$ cat src/sv/wfpa_pkg.sv
// ----------------------------------------------------------------------------
// Worst-fit partition allocator package
// Operation codes, field widths and the command and status bundles that pass
// between the controller and the datapath.
// ----------------------------------------------------------------------------
package wfpa_pkg;

  // Fixed field widths of the stream payload and the configuration register.
  localparam int OP_W    = 2;
  localparam int IDX_W   = 4;
  localparam int REQ_W   = 16;
  localparam int CNT_W   = 5;
  localparam int TDATA_W = 24;

  // Reset value of the active partition count.
  localparam logic [CNT_W-1:0] COUNT_RESET = 5'd16;

  // Operation codes carried on the input tuser.
  localparam logic [OP_W-1:0] OP_LOAD  = 2'd0;
  localparam logic [OP_W-1:0] OP_ALLOC = 2'd1;
  localparam logic [OP_W-1:0] OP_READ  = 2'd2;
  localparam logic [OP_W-1:0] OP_NONE  = 2'd3;

  // Commands from the controller to the datapath.
  typedef struct packed {
    logic load_in;     // capture the input transfer, restart the scan
    logic rd_idx;      // read the table entry addressed by the item
    logic scan_issue;  // read the next entry of the allocation scan
    logic commit;      // write back and load the output register
  } wfpa_cmd_t;

  // Status from the datapath to the controller.
  typedef struct packed {
    logic [OP_W-1:0] in_op;
    logic            active_zero;
    logic            scan_last;
    logic            out_free;
  } wfpa_sts_t;

endpackage

$ cat src/sv/wfpa_ctrl.sv
// ----------------------------------------------------------------------------
// Worst-fit partition allocator controller
// Sequences one item at a time: capture, a table read for a read or a scan for
// an allocate with active partitions, then commit once the output register is free.
// ----------------------------------------------------------------------------
module wfpa_ctrl (
  input  logic               clk,
  input  logic               rst_n,
  input  logic               in_tvalid,
  output logic               in_tready,
  input  wfpa_pkg::wfpa_sts_t sts,
  output wfpa_pkg::wfpa_cmd_t cmd
);
  import wfpa_pkg::*;

  typedef enum logic [4:0] {
    S_IDLE   = 5'b00001,
    S_RDREQ  = 5'b00010,
    S_SCAN   = 5'b00100,
    S_DRAIN  = 5'b01000,
    S_COMMIT = 5'b10000
  } state_t;

  state_t state_r, state_nxt;

  // Next state and command decode.
  always_comb begin
    state_nxt = state_r;
    cmd       = '0;
    in_tready = 1'b0;
    case (state_r)
      S_IDLE: begin
        in_tready = 1'b1;
        if (in_tvalid) begin
          cmd.load_in = 1'b1;
          if (sts.in_op == OP_READ) begin
            state_nxt = S_RDREQ;
          end else if (sts.in_op == OP_ALLOC && !sts.active_zero) begin
            state_nxt = S_SCAN;
          end else begin
            state_nxt = S_COMMIT;
          end
        end
      end
      S_RDREQ: begin
        cmd.rd_idx = 1'b1;
        state_nxt  = S_COMMIT;
      end
      S_SCAN: begin
        cmd.scan_issue = 1'b1;
        if (sts.scan_last) begin
          state_nxt = S_DRAIN;
        end
      end
      S_DRAIN: begin
        state_nxt = S_COMMIT;
      end
      S_COMMIT: begin
        if (sts.out_free) begin
          cmd.commit = 1'b1;
          state_nxt  = S_IDLE;
        end
      end
      default: begin
        state_nxt = S_IDLE;
      end
    endcase
  end

  // State register.
  always_ff @(posedge clk) begin
    if (!rst_n) begin
      state_r <= S_IDLE;
    end else begin
      state_r <= state_nxt;
    end
  end

endmodule

$ cat src/sv/wfpa_dp.sv
// ----------------------------------------------------------------------------
// Worst-fit partition allocator datapath
// Partition table memory, used marks, scan comparator with best-entry
// registers, the count register and the output register.
// ----------------------------------------------------------------------------
module wfpa_dp #(
  parameter int PARTITIONS = 16,
  parameter int SIZE_BITS  = 16
) (
  input  logic                          clk,
  input  logic                          rst_n,
  input  logic                          cfg_wr_en,
  input  logic [wfpa_pkg::CNT_W-1:0]    cfg_wr_data,
  input  logic [wfpa_pkg::TDATA_W-1:0]  in_tdata,
  input  logic [wfpa_pkg::OP_W-1:0]     in_tuser,
  input  wfpa_pkg::wfpa_cmd_t           cmd,
  output wfpa_pkg::wfpa_sts_t           sts,
  output logic                          out_tvalid,
  input  logic                          out_tready,
  output logic [wfpa_pkg::TDATA_W-1:0]  out_tdata,
  output logic                          out_tuser
);
  import wfpa_pkg::*;

  localparam int AW   = (PARTITIONS > 1) ? $clog2(PARTITIONS) : 1;
  localparam int CMPW = (SIZE_BITS > REQ_W) ? SIZE_BITS : REQ_W;
  localparam int SW   = 9;

  localparam logic [SW-1:0]   PART_N    = SW'(PARTITIONS);
  localparam logic [CMPW-1:0] SPACE_MAX = CMPW'({SIZE_BITS{1'b1}});

  // Configuration and captured item.
  logic [CNT_W-1:0]     count_r;
  logic [OP_W-1:0]      op_r;
  logic [IDX_W-1:0]     idx_r;
  logic [REQ_W-1:0]     req_r;

  // Table storage.
  logic [SIZE_BITS-1:0] mem [PARTITIONS];
  logic [SIZE_BITS-1:0] rd_data_r;
  logic [PARTITIONS-1:0] used_r;

  // Scan state.
  logic [SW-1:0]        scan_r;
  logic                 cmp_v_r;
  logic [AW-1:0]        cmp_idx_r;
  logic                 found_r;
  logic [AW-1:0]        best_idx_r;
  logic [SIZE_BITS-1:0] best_left_r;

  // Output register.
  logic                 out_valid_r;
  logic [TDATA_W-1:0]   out_data_r;
  logic                 out_user_r;

  logic [SW-1:0]        cnt_ext;
  logic [SW-1:0]        active;
  logic                 idx_ok;
  logic [AW-1:0]        idx_a;
  logic [CMPW-1:0]      req_ext;
  logic [CMPW-1:0]      fs_ext;
  logic [CMPW-1:0]      left;
  logic                 fits;
  logic [SIZE_BITS-1:0] load_val;
  logic                 rd_en;
  logic [AW-1:0]        rd_addr;
  logic                 mem_we;
  logic                 used_we;
  logic                 used_val;
  logic [AW-1:0]        wr_addr;
  logic [SIZE_BITS-1:0] wr_data;
  logic                 res_granted;
  logic [IDX_W-1:0]     res_idx;
  logic [REQ_W-1:0]     res_space;
  logic                 res_used;

  // Active count limited to the table size, and item index decode.
  assign cnt_ext = SW'(count_r);
  assign active  = (cnt_ext > PART_N) ? PART_N : cnt_ext;
  assign idx_ok  = SW'(idx_r) < PART_N;
  assign idx_a   = AW'(idx_r);
  assign req_ext = CMPW'(req_r);

  // A load saturates the size to what an entry can hold.
  assign load_val = (req_ext > SPACE_MAX) ? SIZE_BITS'(SPACE_MAX) : SIZE_BITS'(req_ext);

  // Scan comparator on the entry read in the previous cycle.
  assign fs_ext = CMPW'(rd_data_r);
  assign fits   = fs_ext >= req_ext;
  assign left   = fs_ext - req_ext;

  // Status to the controller.
  assign sts.in_op       = in_tuser;
  assign sts.active_zero = (active == '0);
  assign sts.scan_last   = (scan_r + SW'(1)) == active;
  assign sts.out_free    = !out_valid_r || out_tready;

  // Memory read port shared by the scan and the read operation.
  assign rd_en   = cmd.rd_idx || cmd.scan_issue;
  assign rd_addr = cmd.scan_issue ? scan_r[AW-1:0] : idx_a;

  // Result and write-back for the committed item.
  always_comb begin
    mem_we      = 1'b0;
    used_we     = 1'b0;
    used_val    = 1'b0;
    wr_addr     = idx_a;
    wr_data     = load_val;
    res_granted = 1'b0;
    res_idx     = idx_r;
    res_space   = '0;
    res_used    = 1'b0;
    case (op_r)
      OP_LOAD: begin
        if (idx_ok) begin
          mem_we      = 1'b1;
          used_we     = 1'b1;
          res_granted = 1'b1;
          res_space   = REQ_W'(load_val);
        end
      end
      OP_ALLOC: begin
        res_idx = '0;
        if (found_r) begin
          mem_we      = 1'b1;
          used_we     = 1'b1;
          used_val    = 1'b1;
          wr_addr     = best_idx_r;
          wr_data     = best_left_r;
          res_granted = 1'b1;
          res_idx     = IDX_W'(best_idx_r);
          res_space   = REQ_W'(best_left_r);
          res_used    = 1'b1;
        end
      end
      OP_READ: begin
        if (idx_ok) begin
          res_granted = 1'b1;
          res_space   = REQ_W'(rd_data_r);
          res_used    = used_r[idx_a];
        end
      end
      OP_NONE: begin
        res_idx = '0;
      end
      default: begin
        res_idx = '0;
      end
    endcase
  end

  // Partition table memory with registered read data.
  always_ff @(posedge clk) begin
    if (cmd.commit && mem_we) begin
      mem[wr_addr] <= wr_data;
    end
    if (rd_en) begin
      rd_data_r <= mem[rd_addr];
    end
  end

  // Used marks, cleared by reset.
  always_ff @(posedge clk) begin
    if (!rst_n) begin
      used_r <= '0;
    end else if (cmd.commit && used_we) begin
      used_r[wr_addr] <= used_val;
    end
  end

  // Active partition count register.
  always_ff @(posedge clk) begin
    if (!rst_n) begin
      count_r <= COUNT_RESET;
    end else if (cfg_wr_en) begin
      count_r <= cfg_wr_data;
    end
  end

  // Item capture.
  always_ff @(posedge clk) begin
    if (cmd.load_in) begin
      op_r  <= in_tuser;
      idx_r <= in_tdata[IDX_W-1:0];
      req_r <= in_tdata[IDX_W+REQ_W-1:IDX_W];
    end
  end

  // Scan counter, compare stage valid and best-entry tracking.
  always_ff @(posedge clk) begin
    if (!rst_n) begin
      scan_r  <= '0;
      cmp_v_r <= 1'b0;
      found_r <= 1'b0;
    end else begin
      cmp_v_r <= cmd.scan_issue;
      if (cmd.load_in) begin
        scan_r  <= '0;
        found_r <= 1'b0;
      end else begin
        if (cmd.scan_issue) begin
          scan_r <= scan_r + SW'(1);
        end
        if (cmp_v_r && fits && (!found_r || SIZE_BITS'(left) > best_left_r)) begin
          found_r <= 1'b1;
        end
      end
    end
  end

  always_ff @(posedge clk) begin
    if (cmd.scan_issue) begin
      cmp_idx_r <= scan_r[AW-1:0];
    end
    if (cmp_v_r && fits && (!found_r || SIZE_BITS'(left) > best_left_r)) begin
      best_idx_r  <= cmp_idx_r;
      best_left_r <= SIZE_BITS'(left);
    end
  end

  // Output register: a transfer frees it, a commit fills it.
  always_ff @(posedge clk) begin
    if (!rst_n) begin
      out_valid_r <= 1'b0;
    end else if (cmd.commit) begin
      out_valid_r <= 1'b1;
    end else if (out_tready) begin
      out_valid_r <= 1'b0;
    end
  end

  always_ff @(posedge clk) begin
    if (cmd.commit) begin
      out_data_r <= {3'b000, res_used, res_space, res_idx};
      out_user_r <= res_granted;
    end
  end

  assign out_tvalid = out_valid_r;
  assign out_tdata  = out_data_r;
  assign out_tuser  = out_user_r;

  // A result never overwrites one that is still waiting.
  a_commit_free: assert property (@(posedge clk) disable iff (!rst_n)
    cmd.commit |-> (!out_valid_r || out_tready))
    else $error("commit while the output register is occupied");

  // The compare stage only sees data from a scan read.
  a_cmp_source: assert property (@(posedge clk) disable iff (!rst_n)
    cmp_v_r |-> $past(cmd.scan_issue))
    else $error("compare stage valid without a scan read");

  // A granted allocation leaves its partition marked used.
  a_alloc_used: assert property (@(posedge clk) disable iff (!rst_n)
    (cmd.commit && op_r == OP_ALLOC && found_r) |=> used_r[best_idx_r])
    else $error("allocated partition not marked used");

  // The scan never runs past the active partitions.
  a_scan_bound: assert property (@(posedge clk) disable iff (!rst_n)
    cmd.scan_issue |-> (scan_r < active))
    else $error("scan read beyond the active partitions");

endmodule

$ cat src/sv/worst_fit_partition_allocator_unit.sv
// Flow: a load, an unused op and an allocate with no active partition go from
// capture straight to commit; a read first reads its table entry; other allocates
// scan the active partitions, active being the partition count limited to PARTITIONS.
// Throughput: one item at a time; the scan reads one table entry per cycle
// through the single read port, and a new item is taken only once the last commits.
// Reset clears the used marks and sets the count to 16.
// ----------------------------------------------------------------------------
// Worst-fit partition allocator
// Stream-facing top level joining the controller and the datapath.
// ----------------------------------------------------------------------------
module worst_fit_partition_allocator_unit #(
  parameter int PARTITIONS = 16,
  parameter int SIZE_BITS  = 16
) (
  input  logic                         clk,
  input  logic                         rst_n,
  input  logic                         cfg_wr_en,
  input  logic [wfpa_pkg::CNT_W-1:0]   cfg_wr_data,   // partition_count
  input  logic                         in_tvalid,
  output logic                         in_tready,
  input  logic [wfpa_pkg::TDATA_W-1:0] in_tdata,      // partition_index[3:0], request_size[19:4]
  input  logic [wfpa_pkg::OP_W-1:0]    in_tuser,      // operation[1:0]
  output logic                         out_tvalid,
  input  logic                         out_tready,
  output logic [wfpa_pkg::TDATA_W-1:0] out_tdata,     // chosen_partition[3:0],
                                                      // remaining_space[19:4], in_use[20]
  output logic                         out_tuser      // granted[0]
);
  import wfpa_pkg::*;

  wfpa_cmd_t cmd;
  wfpa_sts_t sts;

  // Control sequencer.
  wfpa_ctrl u_ctrl (
    .clk       (clk),
    .rst_n     (rst_n),
    .in_tvalid (in_tvalid),
    .in_tready (in_tready),
    .sts       (sts),
    .cmd       (cmd)
  );

  // Table, scan and output datapath.
  wfpa_dp #(
    .PARTITIONS (PARTITIONS),
    .SIZE_BITS  (SIZE_BITS)
  ) u_dp (
    .clk         (clk),
    .rst_n       (rst_n),
    .cfg_wr_en   (cfg_wr_en),
    .cfg_wr_data (cfg_wr_data),
    .in_tdata    (in_tdata),
    .in_tuser    (in_tuser),
    .cmd         (cmd),
    .sts         (sts),
    .out_tvalid  (out_tvalid),
    .out_tready  (out_tready),
    .out_tdata   (out_tdata),
    .out_tuser   (out_tuser)
  );

endmodule
$ cat config.mk
export PLATFORM = sky130hd
export DESIGN_NAME = worst_fit_partition_allocator_unit
export DESIGN_NICKNAME = d
export VERILOG_FILES = /design/src/sv/wfpa_pkg.sv /design/src/sv/wfpa_ctrl.sv /design/src/sv/wfpa_dp.sv /design/src/sv/worst_fit_partition_allocator_unit.sv
export SDC_FILE = /design/constraint.sdc
export NUM_CORES = 1
export LEC_CHECK = 0
export ABC_AREA = 1
export BUFFER_PORTS_ARGS = -buffer_cell sky130_fd_sc_hd__buf_2
export CAP_MARGIN = 15
export CORE_ASPECT_RATIO = 0.7
export CORE_UTILIZATION = 55
export CTS_BUF_LIST = sky130_fd_sc_hd__clkbuf_16
export DETAILED_ROUTE_END_ITERATION = 10
export GPL_TIMING_DRIVEN = 0
export PLACE_DENSITY = 0.71
export SLEW_MARGIN = 25
export SYNTH_ARGS = -nofsm -noshare
export SYNTH_HDL_FRONTEND = slang
export SYNTH_SLANG_ARGS = --single-unit
$ cat constraint.sdc
create_clock -name clk -period 4.1 [get_ports clk]
set_input_delay 0.615 -clock clk [delete_from_list [all_inputs] [get_ports clk]]
set_output_delay 0.615 -clock clk [all_outputs]
set_load 0.005 [all_outputs]
Word level (Yosys, flattened, before mapping)

Memories as Yosys holds them, arrays and structs flattened. A register that Yosys moved wholly into a read port is not among the register bits.
Cells that the tools add are included.

Flip-flop bits (word level): 106
Memory bits (writable): 256
Input bits: 36
Output and inout bits: 27
Word-level logic and storage cells: 96
Memories: 1

$add $sub $neg: 2
Magnitude comparators: 7
Eq/ne operators: 14
Multiplexer cells: 38
Bitwise logic cells: 1
Reduce and logical (&&, ||, !) cells: 18

Memories:

| memory   | words | bits a word | read ports | clocked after Yosys merged registers in | wr ports | line          | text |
|---|---|---|---|---|---|---|---|
| u_dp.mem | 16    | 16          | 1          | 1                                       | 1        | wfpa_dp.sv:39 | `logic [SIZE_BITS-1:0] mem [PARTITIONS];` |

Operators by type and width:

| operator                                               | number |
|---|---|
| two-way mux 16 bit                                     | 4 |
| case mux 16 bit (3 select lines)                       | 1 |
| two-way mux 5 bit                                      | 6 |
| case mux 5 bit (4 select lines)                        | 1 |
| bitwise mux 16 bit                                     | 1 |
| >= comparator 16 bit                                   | 1 |
| greater-than comparator 16 bit                         | 1 |
| greater-than comparator 16 bit (second input constant) | 1 |
| two-way mux 4 bit                                      | 4 |
| subtractor 16 bit                                      | 1 |
| two-way mux 1 bit                                      | 15 |
| < comparator 4 x 5 -> 1 bit (second input constant)    | 2 |
| adder 9 x 1 -> 9 bit (second input constant)           | 1 |
| == test 9 bit                                          | 1 |
| zero test 9 bit                                        | 1 |
| case mux 4 bit (2 select lines)                        | 1 |
| == test 2 bit (second input constant)                  | 3 |
| != test 2 bit (second input constant)                  | 3 |
| case mux 1 bit (2 select lines)                        | 3 |
| OR reduction 2 bit                                     | 3 |
| == test 5 x 1 -> 1 bit (second input constant)         | 1 |
| == test 5 x 2 -> 1 bit (second input constant)         | 1 |
| == test 5 x 3 -> 1 bit (second input constant)         | 1 |
| == test 5 x 4 -> 1 bit (second input constant)         | 1 |
| 13 further kinds                                       | 22 |

Longest topological paths before layout

Depth after elaboration: 9
Depth in mapped cells: 20

Hierarchy

From an unflattened synthesis, not the netlist that was laid out.

Cell total of the unflattened synthesis: 1573
Area total of the unflattened synthesis: 17130.2 um^2

By module, submodules not included:

| module    | times used | cells an instance | area an instance (um^2) |
|---|---|---|---|
| wfpa_dp   | 1          | 1513              | 16746.1 |
| wfpa_ctrl | 1          | 60                | 384.1 |

Worst setup path after synthesis

No wires, ideal clock.

Kind: register to register
Start: register u_dp.rd_data_r[0], in the netlist u_dp.fs_ext[0] (read register of u_dp.mem)
End: register u_dp.best_idx_r[0], enable pin
Setup time: 0.404 ns
Arrival time: 3.540 ns
Required time: 3.696 ns
Slack: 0.156 ns
Stages on the path, launching flop included: 21
Path buffers: 0
Period minus slack after synthesis: 3.944 ns
Cell sequence: edfxtp_1 inv_1 ha_1 inv_1 fa_1 nand3_1 nand2_1 nand2_1 nand2_1 a21oi_1 o21ai_0 xor2_1 ha_1 nand2_1 inv_1 nand3_1 nor3_1 nand2_1 nand2_1 nand2_1 a21oi_1

Cells in the longest elaborated chain, start to end: 4

Ends and longest elaborated chain:

| element                        | line           | text |
|---|---|---|
| from (decl)                    | wfpa_dp.sv:40  | `logic [SIZE_BITS-1:0] rd_data_r;` |
| subtractor 16 bit              | wfpa_dp.sv:90  | `assign left = fs_ext - req_ext;` |
| via u_dp.left[14]              | wfpa_dp.sv:62  | `logic [CMPW-1:0] left;` |
| greater-than comparator 16 bit | wfpa_dp.sv:215 | `if (cmp_v_r && fits && (!found_r \|\| SIZE_BITS'(left) > best_left_r)) begin` |
| logical OR 1 bit               | wfpa_dp.sv:215 |  |
| logical AND 1 bit              | wfpa_dp.sv:215 |  |
| to (signal assigned)           | wfpa_dp.sv:216 | `best_idx_r <= cmp_idx_r;` |
| to (decl)                      | wfpa_dp.sv:48  | `logic [AW-1:0] best_idx_r;` |

The timed path passes the listed nets, and every way through them passes these cells.
A chain may end at the register's enable or synchronous reset.

Final worst setup path

Start: register u_dp.rd_data_r[0], in the netlist u_dp.fs_ext[0] (read register of u_dp.mem)
End: register u_dp.best_left_r[1], enable pin

Cells in the longest elaborated chain, start to end: 4

Ends and longest elaborated chain:

| element                        | line           | text |
|---|---|---|
| subtractor 16 bit              | wfpa_dp.sv:90  |  |
| via u_dp.left[14]              | wfpa_dp.sv:62  |  |
| greater-than comparator 16 bit | wfpa_dp.sv:215 |  |
| logical OR 1 bit               | wfpa_dp.sv:215 |  |
| logical AND 1 bit              | wfpa_dp.sv:215 |  |
| to (signal assigned)           | wfpa_dp.sv:217 | `best_left_r <= SIZE_BITS'(left);` |
| to (decl)                      | wfpa_dp.sv:49  | `logic [SIZE_BITS-1:0] best_left_r;` |

The timed path passes the listed nets, and every way through them passes these cells.

==> impl_metrics.py <==
metrics = {
    "status": {
        "status": "complete, no violations",
    },
    "route": {
        "route.antenna.remaining_nets": 0,
        "postRouteWirelength_um": 45300,
        "drtPass1Iterations": 5,
        "vias": 12100,
        "detail_route.drc_violations": 0,
        "drt-initial-drc-count": 1506,
        "route.detailed.wl_per_inst_um": 22.0,
        "routed_via_density": 5.86,
    },
    "sta": {
        "finalWorstSetupSlack_ps": 225,
        "achievable_freq_mhz": 258,
        "setup_violations": 0,
        "relSlewSlack": 0.282,
        "minimum_period_implied_by_the_final_worst_setup_slack_ps": 3880,
        "report.final.hold_viol_count": 0,
        "timing_worst_slew_pin_value_ps": 1080,
        "worst_hold_slack_ps": 241,
        "finalCritPeriodShare": 0.945,
        "rsz0062_at_grt": "false",
        "timing.clock.skew_ps": 27.7,
        "final_max_slew_viol_count": 0,
    },
    "floorplan": {
        "pin_count": 63,
        "chipWidth_um": 212,
        "floorplan.die_area_um2": 31400,
        "core-area_um2": 30100,
        "starting_density_of_the_core": 0.561,
        "die_h_um": 149,
        "num_rows": 53,
    },
    "critical_path": {
        "critical_path.endpoint_type": "flop",
        "crit_path_start_kind": "flop",
        "path_cells": "inv_1 -> ha_1 -> inv_1 -> fa_1 -> nand3_1 -> nand2_1 -> nand2_1 -> nand2_1 -> a21oi_1 -> o21ai_0 -> xor2_1 -> ha_1 -> nand2_1 -> inv_1 -> nand3_1 -> nor3_2 -> nand2_1 -> nand2_1 -> nand2_1 -> a21oi_4 -> buf_12",
        "cp_data_required_time_ps": 4340,
        "critical-path-max-stage-delay_ps": 420,
        "critPathKind": "reg -> reg",
        "timing.critical_path.arrival_ps": 4120,
        "r2r_end": "u_dp.best_left_r[1]$_DFFE_PP_",
        "setup.reg_to_reg.worst_slack_ps": 220,
        "reg2regPathDepth": 21,
        "cp_max_fo": 10,
        "path_common_cell": "sky130_fd_sc_hd__nand2_1",
        "crit_reg_reg_startpoint": "u_dp.fs_ext[0]$_DFFE_PP_",
        "critPathSlowestCell": "sky130_fd_sc_hd__fa_1",
    },
    "final_layout": {
        "area.sequential_um2": 11000,
        "final_layout_size_suffix_gt1_frac": 0.158,
        "postLayoutCellArea_um2": 19300,
        "finished_core_util": 0.642,
        "insertedDiodeCount": 0,
        "multiInputGateArea_um2": 4930,
        "fill_cells": 2329,
        "design.final.nets": 1696,
        "area_growth_syn_to_layout_pct": 14.3,
    },
    "global_routing": {
        "antenna_violations_before_repair": 0,
        "global_route_wire_length_before_repair_um": 66500,
        "vias_in_the_first_global_route": 11300,
        "maximum_number_of_pins_on_one_net_before_global_route_repair": 25,
        "gr-usage-all-layers": 0.289,
        "total_global_routing_overflow": 0,
    },
    "cts": {
        "h-tree-depth": 2,
        "ctsRootBufferMaster": "sky130_fd_sc_hd__clkbuf_16",
        "clk-insertion-delay-late_ps": 550,
        "clkSinkCount": 378,
        "tritoncts_clock_tree": "yes",
        "numCtsBuffers": 37,
        "cts.path.max_buffers": 3,
        "clkSlewWorstSetupHoldPaths_ps": 70,
    },
    "place": {
        "globalplace.congestion": 0.892,
        "dpl_worst_slack_ps": -81.4,
        "detailed_place.area_um2": 18000,
        "hpwl_um": 30800,
        "io_buffers": 54,
    },
    "yosys": {
        "synthesis.area_um2": 16900,
        "synth.avg_cell_area_um2": 11.2,
        "yosys_register_bits": 378,
        "synth.yosys.seq_area_share": 0.649,
        "syn_inst": 1510,
        "synthFlopType": "sky130_fd_sc_hd__edfxtp_1",
        "synth_top_area_cell": "sky130_fd_sc_hd__edfxtp_1",
        "netlist.area_leader.share": 0.604,
        "postSynth.asyncResetShare": 0,
        "number_of_enable_flip_flop_cells_after_synthesis": 340,
        "distinct_cell_type_count_after_synthesis": 44,
        "yosys-top-cells-area": "sky130_fd_sc_hd__edfxtp_1 60%, sky130_fd_sc_hd__nand2_1 5.1%, sky130_fd_sc_hd__dfxtp_1 4.5%",
        "yosysWarningCount": 0,
    },
    "worst_hold_path": {
        "hold-path-endpoint": "u_dp.req_ext[5]$_DFFE_PP_",
        "worstHoldPathCells": 1,
        "timing.hold.worst.class": "in -> reg",
        "hold_path_startpoint": "in_tdata[9]",
    },
    "pwr": {
        "cellLeakagePower_uw": 0.00735,
        "powerDensity_nw_per_um2": 600,
        "ir_drop_uv": 258,
    },
    "flow_run": {
        "drv_cap": 0,
    },
}
-- sequential cells by signal, summed over array words and instances, names as in the netlist, 5 cells and up --
register,cells
u_dp.fs_ext,16
u_dp.out_tdata,21
u_dp.count_r,5
u_dp.req_ext,16
u_dp.mem,256
u_ctrl.state_r,5
u_dp.scan_r,9
u_dp.used_r,16
u_dp.best_left_r,16
-- cell families (layout without fill, tap and decap cells) --
kind of cell	after synthesis	in the layout	share of synthesized area
AOI/OAI and AO/OA	362	363	0.129
xor gates and xnor gates	16	16	0.00829
adders and majority gates	38	38	0.0286
buffers and inverters	277	414	0.0694
DFF	378	378	0.649
other	1	3	0.000222
and+or+nand+nor	438	438	0.115
-- placed cells by master, fill, tap and decap left out, types with 3 or more instances in the layout --
cell | Yosys | final
sky130_fd_sc_hd__nor2_2 | 6 | 4
sky130_fd_sc_hd__nand3b_1 | 3 | 3
sky130_fd_sc_hd__clkinv_1 | 0 | 5
sky130_fd_sc_hd__edfxtp_1 | 340 | 340
sky130_fd_sc_hd__xnor2_1 | 5 | 5
sky130_fd_sc_hd__nor2_4 | 2 | 13
sky130_fd_sc_hd__nand3_1 | 113 | 113
sky130_fd_sc_hd__nand4_1 | 9 | 9
sky130_fd_sc_hd__o21ai_2 | 5 | 19
sky130_fd_sc_hd__xor2_1 | 11 | 11
sky130_fd_sc_hd__a31oi_1 | 18 | 18
sky130_fd_sc_hd__ha_1 | 37 | 37
sky130_fd_sc_hd__a21oi_1 | 93 | 92
sky130_fd_sc_hd__buf_8 | 0 | 3
sky130_fd_sc_hd__clkinv_2 | 1 | 8
sky130_fd_sc_hd__bufinv_16 | 0 | 5
sky130_fd_sc_hd__clkbuf_16 | 0 | 38
sky130_fd_sc_hd__o211ai_1 | 83 | 83
sky130_fd_sc_hd__a21oi_2 | 26 | 26
sky130_fd_sc_hd__clkinvlp_4 | 0 | 5
sky130_fd_sc_hd__clkbuf_1 | 25 | 25
sky130_fd_sc_hd__nand2_1 | 228 | 228
sky130_fd_sc_hd__nor2_1 | 60 | 51
sky130_fd_sc_hd__buf_2 | 29 | 83
sky130_fd_sc_hd__o21ai_1 | 38 | 39
sky130_fd_sc_hd__inv_2 | 8 | 8
sky130_fd_sc_hd__conb_1 | 1 | 3
sky130_fd_sc_hd__nand2_4 | 3 | 3
sky130_fd_sc_hd__inv_1 | 197 | 201
sky130_fd_sc_hd__o21ai_0 | 91 | 76
sky130_fd_sc_hd__buf_6 | 9 | 17
sky130_fd_sc_hd__dfxtp_1 | 38 | 38
sky130_fd_sc_hd__nand2_2 | 3 | 3
sky130_fd_sc_hd__a21o_1 | 4 | 4
sky130_fd_sc_hd__buf_4 | 7 | 9
-- critical path, delay by kind of cell (launching register included) --
kind / cells / cell delay, ps
xor+xnor: 1 / 180
simple gates: 10 / 1150
flops: 1 / 390
compound gates: 3 / 640
fa+ha+maj: 3 / 880
buf+inv: 4 / 340
-- through the flow --
stage	setup TNS, ps	power, uW	instances
floorplan	0	6820	1512
global placement	-32640	7850	1978
detailed placement	-1570	8040	1992
CTS	0	11500	2060
global route	0	12000	2062
finish	0	11600	2062
-- final cells by class --
class / count / area share
sequential: 378 / 0.568
clock inverter: 29 / 0.0152
multi-input combinational: 858 / 0.255
timing repair buffer: 70 / 0.0253
tap: 412 / 0.0267
buffer: 71 / 0.0206
inverter: 206 / 0.0401
clock buffer: 38 / 0.0492
-- report_power, final --
group | switching (uW) | internal (uW)
Sequential | 103 | 4610
Clock | 1490 | 2020
Combinational | 2360 | 1000
Total | 3960 | 7630
-- timing repair --
| item | 4_1_cts | 5_1_grt |
|---|---|---|
| gates resized for setup | 2 | 0 |
| hold buffers | 0 | 0 |
| endpoints found under the setup margin | 20 | 20 |
| buffers inserted | 0 | 2 |
| cloned | 1 | 0 |
| pin swaps | 1 | 2 |
-- synthesized netlist by cell type, types with 5 or more instances --
cell type                  number
sky130_fd_sc_hd__o21ai_2        5
sky130_fd_sc_hd__a21oi_2       26
sky130_fd_sc_hd__o21ai_0       91
sky130_fd_sc_hd__clkbuf_1      25
sky130_fd_sc_hd__nor2_1        60
sky130_fd_sc_hd__xor2_1        11
sky130_fd_sc_hd__nand4_1        9
sky130_fd_sc_hd__nand2_1      228
sky130_fd_sc_hd__o211ai_1      83
sky130_fd_sc_hd__nand3_1      113
sky130_fd_sc_hd__buf_4          7
sky130_fd_sc_hd__a31oi_1       18
sky130_fd_sc_hd__buf_2         29
sky130_fd_sc_hd__xnor2_1        5
sky130_fd_sc_hd__a21oi_1       93
sky130_fd_sc_hd__inv_2          8
sky130_fd_sc_hd__ha_1          37
sky130_fd_sc_hd__nor2_2         6
sky130_fd_sc_hd__inv_1        197
sky130_fd_sc_hd__o21ai_1       38
sky130_fd_sc_hd__edfxtp_1     340
sky130_fd_sc_hd__dfxtp_1       38
sky130_fd_sc_hd__buf_6          9
-- worst max-delay path by stage --
stage / slack [ps] / end / start / depth (start not counted)
6_report: 220 / u_dp.best_left_r[1]$_DFFE_PP_ / u_dp.fs_ext[0]$_DFFE_PP_ / 21
3_3_place_gp: -940 / u_dp.best_left_r[12]$_DFFE_PP_ / u_dp.fs_ext[0]$_DFFE_PP_ / 20
4_1_cts: 80 / u_dp.best_left_r[1]$_DFFE_PP_ / u_dp.fs_ext[0]$_DFFE_PP_ / 20
3_5_place_dp: -80 / u_dp.best_left_r[12]$_DFFE_PP_ / u_dp.fs_ext[0]$_DFFE_PP_ / 20
5_1_grt: 10 / u_dp.best_left_r[2]$_DFFE_PP_ / u_dp.req_ext[2]$_DFFE_PP_ / 17
2_1_floorplan: 160 / u_dp.best_idx_r[0]$_DFFE_PP_ / u_dp.fs_ext[0]$_DFFE_PP_ / 20
-- layer usage --
layer,part of all wire,GRT usage,vias up,wire (um)
li1,-,-,5552,-
met5,0,0,-,0
met3,0.11,0.0745,84,5020
met2,0.44,0.429,628,19800
met1,0.43,0.422,5810,19500
met4,0.022,0.0808,0,976
(Power assumes the default switching activity.)
